[src/qtu_pkg.sv]
`timescale 1ns / 1ps

package qtu_pkg;

  // Kind codes of a command word. The unused code behaves as a query.
  localparam logic [1:0] KIND_UPDATE = 2'd0;
  localparam logic [1:0] KIND_SET    = 2'd1;
  localparam logic [1:0] KIND_QUERY  = 2'd2;

  // Configuration register indexes.
  localparam logic [1:0] CFG_LEARN_RATE = 2'd0;
  localparam logic [1:0] CFG_DISCOUNT   = 2'd1;
  localparam logic [1:0] CFG_DEFAULT_Q  = 2'd2;

  // Reset values of the configuration registers.
  localparam logic [16:0]        LEARN_RATE_RST = 17'd6554;
  localparam logic [16:0]        DISCOUNT_RST   = 17'd58982;
  localparam logic signed [31:0] DEFAULT_Q_RST  = 32'sd0;

  // A rate of 1.0 in Q1.16.
  localparam logic [16:0] RATE_ONE = 17'd65536;

  // Widths of the multiply-accumulate datapath.
  localparam int MUL_A_W = 32;
  localparam int MUL_B_W = 18;
  localparam int PROD_W  = MUL_A_W + MUL_B_W;
  localparam int ACC_W   = PROD_W + 2;

  // Command word.
  typedef struct packed {
    logic [1:0]         kind;
    logic [7:0]         state_index;
    logic [2:0]         action_index;
    logic signed [31:0] operand_value;
  } cmd_word_t;

  // Result word.
  typedef struct packed {
    logic signed [31:0] entry_value;
    logic signed [31:0] row_max;
    logic [2:0]         best_action;
  } res_word_t;

  // Control of the shared multiply-accumulate unit.
  typedef struct packed {
    logic clear;
    logic mul_en;
    logic acc_en;
  } mac_ctl_t;

endpackage

[src/qtu_mac.sv]
`timescale 1ns / 1ps

module qtu_mac import qtu_pkg::*; (
  input  logic                      clk,
  input  mac_ctl_t                  ctl,
  input  logic signed [MUL_A_W-1:0] mul_a,
  input  logic signed [MUL_B_W-1:0] mul_b,
  output logic signed [31:0]        result
);

  logic signed [PROD_W-1:0] prod_q;
  logic signed [ACC_W-1:0]  acc;
  logic signed [ACC_W-1:0]  rnd;
  logic signed [35:0]       shf;

  // Product register, then accumulation of the previous product.
  always_ff @(posedge clk) begin
    if (ctl.mul_en) begin
      prod_q <= mul_a * mul_b;
    end
    if (ctl.clear) begin
      acc <= '0;
    end else if (ctl.acc_en) begin
      acc <= acc + {{(ACC_W - PROD_W){prod_q[PROD_W-1]}}, prod_q};
    end
  end

  // Round half up to 16 fractional bits, then saturate to 32 bits.
  always_comb begin
    rnd = acc + ACC_W'(32768);
    shf = 36'(rnd >>> 16);
    if (shf > 36'sd2147483647) begin
      result = 32'sh7FFFFFFF;
    end else if (shf < -36'sd2147483648) begin
      result = 32'sh80000000;
    end else begin
      result = shf[31:0];
    end
  end

endmodule

[config.mk]
export PLATFORM = sky130hd
export DESIGN_NAME = qtu_mac
export DESIGN_NICKNAME = d
export VERILOG_FILES = /design/src/qtu_pkg.sv /design/src/qtu_mac.sv
export SDC_FILE = /design/constraint.sdc
export NUM_CORES = 2
export LEC_CHECK = 0
export BUFFER_PORTS_ARGS = -buffer_cell sky130_fd_sc_hd__buf_2
export CAP_MARGIN = 15
export CELL_PAD_IN_SITES_DETAIL_PLACEMENT = 1
export CELL_PAD_IN_SITES_GLOBAL_PLACEMENT = 2
export CORE_MARGIN = 2
export CORE_UTILIZATION = 30
export DETAILED_ROUTE_END_ITERATION = 6
export PLACE_DENSITY_LB_ADDON = 0.08
export SLEW_MARGIN = 40
export SYNTH_ARGS = -nofsm -noshare
export SYNTH_HDL_FRONTEND = slang
export SYNTH_SLANG_ARGS = --single-unit
[constraint.sdc]
create_clock -name clk -period 18.15 [get_ports clk]
set_input_delay 0.9075 -clock clk [delete_from_list [all_inputs] [get_ports clk]]
set_output_delay 0.9075 -clock clk [all_outputs]
set_load 0.05 [all_outputs]
Word-level counts from Yosys, hierarchy flattened --
Index checks and enable logic that the tools add are counted.
Cells by class: $add $sub $neg 2, mux-type cells 2, magnitude comparators 2, multipliers 1
Operators by type and width (number):
- $mux W32 | 2
- $add A52 B17 Y52 const B | 1
- $add A52 B52 Y52 | 1
- $mul A32 B18 Y50 | 1
- $gt A36 B32 Y1 const B | 1
- $lt A36 B32 Y1 const B | 1
Word-level totals: output and inout port bits 32, input bits 54, flip-flop bits (word level) 102, word-level logic and storage cells 9

Depth between registers and ports, before layout --
depth after elaboration 4, mapped depth 26, depth with buffers taken out 25

Worst setup path before layout --
OpenSTA, ideal clock, no wires.
kind input to register, from input mul_a[16], to register prod_q[48] (data pin), cell stages on the path 24, path buffers 2, library setup time 258 ps, required time 17892 ps, slack 10888 ps, arrival 7004 ps, cell sequence clkbuf_1 clkbuf_1 nand2_1 fa_1 fa_1 fa_1 inv_1 fa_1 fa_1 inv_1 fa_1 inv_1 ha_1 a21o_1 a21o_1 a21oi_1 o21ai_0 a22oi_2 o21ai_2 a41o_1 or4_4 a31o_1 a21oi_2 xnor2_1
Between the ends: word-level cells in the longest chain between the ends 1
RTL lines:
- start, declared | RTL line qtu_mac.sv:6 | input logic signed [MUL_A_W-1:0] mul_a,
- $mul A32 B18 Y50 | RTL line qtu_mac.sv:19 | prod_q <= mul_a * mul_b;
- end signal, assigned | RTL line qtu_mac.sv:19
- end, declared | RTL line qtu_mac.sv:11 | logic signed [PROD_W-1:0] prod_q;
No other way between the ends. A chain may end at the register's enable or synchronous reset.

Worst setup path after layout --
from input mul_b[17], to register prod_q[48] (data pin)
Between the ends: word-level cells in the longest chain between the ends 1
RTL lines:
- start, declared | RTL line qtu_mac.sv:7 | input logic signed [MUL_B_W-1:0] mul_b,
- $mul A32 B18 Y50 | RTL line qtu_mac.sv:19
No other way between the ends.

==> impl_metrics.ini <==
[outcome]
outcome = finished clean

[synthesis]
syn-num-nets = 3750
synthDistinctLibCells = 65
ys_seq_area_share_pct = 9.63
synth.ff_latch_count = 102
synthDominantCellAreaShare_pct = 42.0
synth_area_per_cell_um2 = 8.89
ys_warn_count = 0
synthTopCellsByArea = fa_1 42%, inv_1 9.2%, ha_1 8.2%, edfxtp_1 5.7%, nand2_1 5.7%
synth_area_mm2 = 0.0264
netlist_instances = 2969
synthArstFlopShare_pct = 0
ys.flop_type = dfxtp_1
yosys.area.top_type = fa_1
synth-edff-count = 50

[global_routing]
grtUsageTotal_pct = 18.6
grt_pass1_wl_mm = 131
grt_max_degree = 53
grt_pass1_vias = 22100
grt_overflow = 0
antenna_found_initial = 3

[layout]
final_common_cell = inv_1
fill_cells = 10200
syn_to_final_growth_pct = 6.61
fin_nets = 3722
drive_gt1_share_pct = 4.21
final_cell_mix = 648 x inv_1, 554 x fa_1, 400 x nand2_1

[route]
wl_met2_mm = 36.5
drt_iter0_drc = 664
wl_met3_mm = 2.51
via_count = 19200
wirelength_mm = 81.2
wl_per_cell_um = 19.8
vias_per_cell = 4.67
routed.top_layer = met5
drt-met1-wl_mm = 41.4
drt_first_pass_iters = 5
ant_nets = 0
drc = 0

[floorplan]
placementRows = 108
coreArea_mm2 = 0.0870
die_area_mm2 = 0.0904
ios = 86
die_w_um = 301
initial_core_util_pct = 30.3
dieHeight_um = 301

[clock_network]
cts.htree.levels = 3
numCtsBuffers = 9
postCtsSetupBuffers = 0
cts_sinks = 102
clk_pin_slew_worst_paths_ns = 0.08
cts_root_buf = clkbuf_16
post_cts_resized = 0
cts_tree = built
clockBufferDepth = 2
clk_latency_ns = 0.37
postCtsHoldBufs = 0

[sta]
maxSlewViolCount = 0
fin_crit_sh_pct = 43.8
skew_ns = 0.0143
timing.setup.tns_ns = 0
setup_viol_count_final = 0
rsz0062_at_grt = false
maxClockFrequency_ghz = 0.126
period_minus_slack_ns = 7.95
worstMarginPinSlew_ns = 0.886
relSlewSlack_pct = 40.9
hold_violations = 0

[place]
place.detailed.hpwl_mm = 65.9
gp_congestion = 0.804
numPortBuffers = 85

[critical_path]
crit_path_start_kind = input port
worstSetupPathType = in2reg
cp-end-kind = flip-flop
worstPathMaxFanout = 17
required_ns = 18.26
arrival_ns = 8.07

[min_path]
hold_class = reg2reg

[job]
cap_violations = 0
## registers in the layout, summed over array words and instances, names as in the netlist
signal	cells
acc	52
prod_q	50
## worst max-delay path: stages
cell and delay (ns):
buf_2 0.16, inv_1 0.41, buf_4 0.37, nor2_1 0.11, fa_1 0.52, fa_1 0.52
fa_1 0.51, fa_1 0.54, fa_1 0.56, inv_1 0.06, fa_1 0.53, inv_1 0.04
ha_1 0.37, and3_1 0.23, nand2_2 0.09, o22ai_1 0.09, a311o_1 0.40, a22oi_2 0.36
o21ai_2 0.14, a41o_1 0.27, or4_4 0.42, a31o_1 0.23, a21oi_2 0.14, xnor2_1 0.07
## per-layer routing
metal,vias to the layer above,global-route usage (%)
li1,8927,-
met1,10000,27.3
met2,209,30.1
met3,38,2.29
met4,2,2.43
met5,-,0
## final timing paths
| kind | slack [ns] | start | end | cells after the start |
|---|---|---|---|---|
| worst max-delay path | 10.20 | mul_b[17] | prod_q[48] | 24 |
| worst min-delay path | 0.48 | acc[4] | acc[4] | 2 |
| worst max register to register | 14.63 | prod_q[1] | acc[39] | 12 |
| worst min register to register | 0.48 | acc[4] | acc[4] | 2 |
## final cells by class
| cell class | instances | area (um2) | area share [%] |
|---|---|---|---|
| multi-input cells | 2091 | 21000 | 74.4 |
| flip-flops and latches | 102 | 2540 | 9.03 |
| inverters | 647 | 2430 | 8.63 |
| well taps | 1155 | 1450 | 5.13 |
| repair buffers | 90 | 478 | 1.70 |
| clock buffers | 11 | 254 | 0.902 |
| clock inverters | 5 | 33.8 | 0.120 |
| diodes | 4 | 10.0 | 0.0356 |
## kinds of logic (layout without fill, tap and decap cells)
logic type,Yosys count,in the layout,synth area share (%)
and+or+nand+nor,869,869,15.5
buffers and inverters,776,753,11.1
adders and majority gates,727,727,50.2
AOI/OAI and AO/OA,332,332,7.97
xor gates and xnor gates,127,127,4.21
DFF,102,102,9.63
muxes,36,36,1.37
other,0,4,0
## synthesized netlist by cell type (12+ instances only)
| library cell | number |
|---|---|
| inv_1 | 647 |
| fa_1 | 554 |
| nand2_1 | 400 |
| and2_1 | 232 |
| ha_1 | 173 |
| nor2_1 | 118 |
| clkbuf_1 | 116 |
| a21oi_1 | 94 |
| xnor2_1 | 80 |
| o21ai_0 | 77 |
| a21o_1 | 62 |
| dfxtp_1 | 52 |
| edfxtp_1 | 50 |
| xor2_1 | 47 |
| mux2i_1 | 35 |
| nand3_1 | 32 |
| nor3_1 | 16 |
| and3_1 | 15 |
| nand2b_1 | 13 |
| nand4_1 | 12 |
## metrics by stage
stage | worst slack [ns] | utilization (%) | cell area [um2] | std cells | hold WS (ns)
2_1_floorplan | 10.89 | - | 26400 | 2969 | 0.445
3_3_place_gp | 9.85 | 32.0 | 27800 | 4085 | 0.461
3_5_place_dp | 9.74 | 32.0 | 27800 | 4085 | 0.467
4_1_cts | 10.13 | 32.3 | 28100 | 4101 | 0.483
5_1_grt | 9.90 | 32.3 | 28100 | 4102 | 0.507
6_report | 10.20 | 32.3 | 28100 | 4105 | 0.478
Power is left out: the tool's default activity adds up to more than one toggle a clock period on the data nets, which glitch-free logic cannot reach.
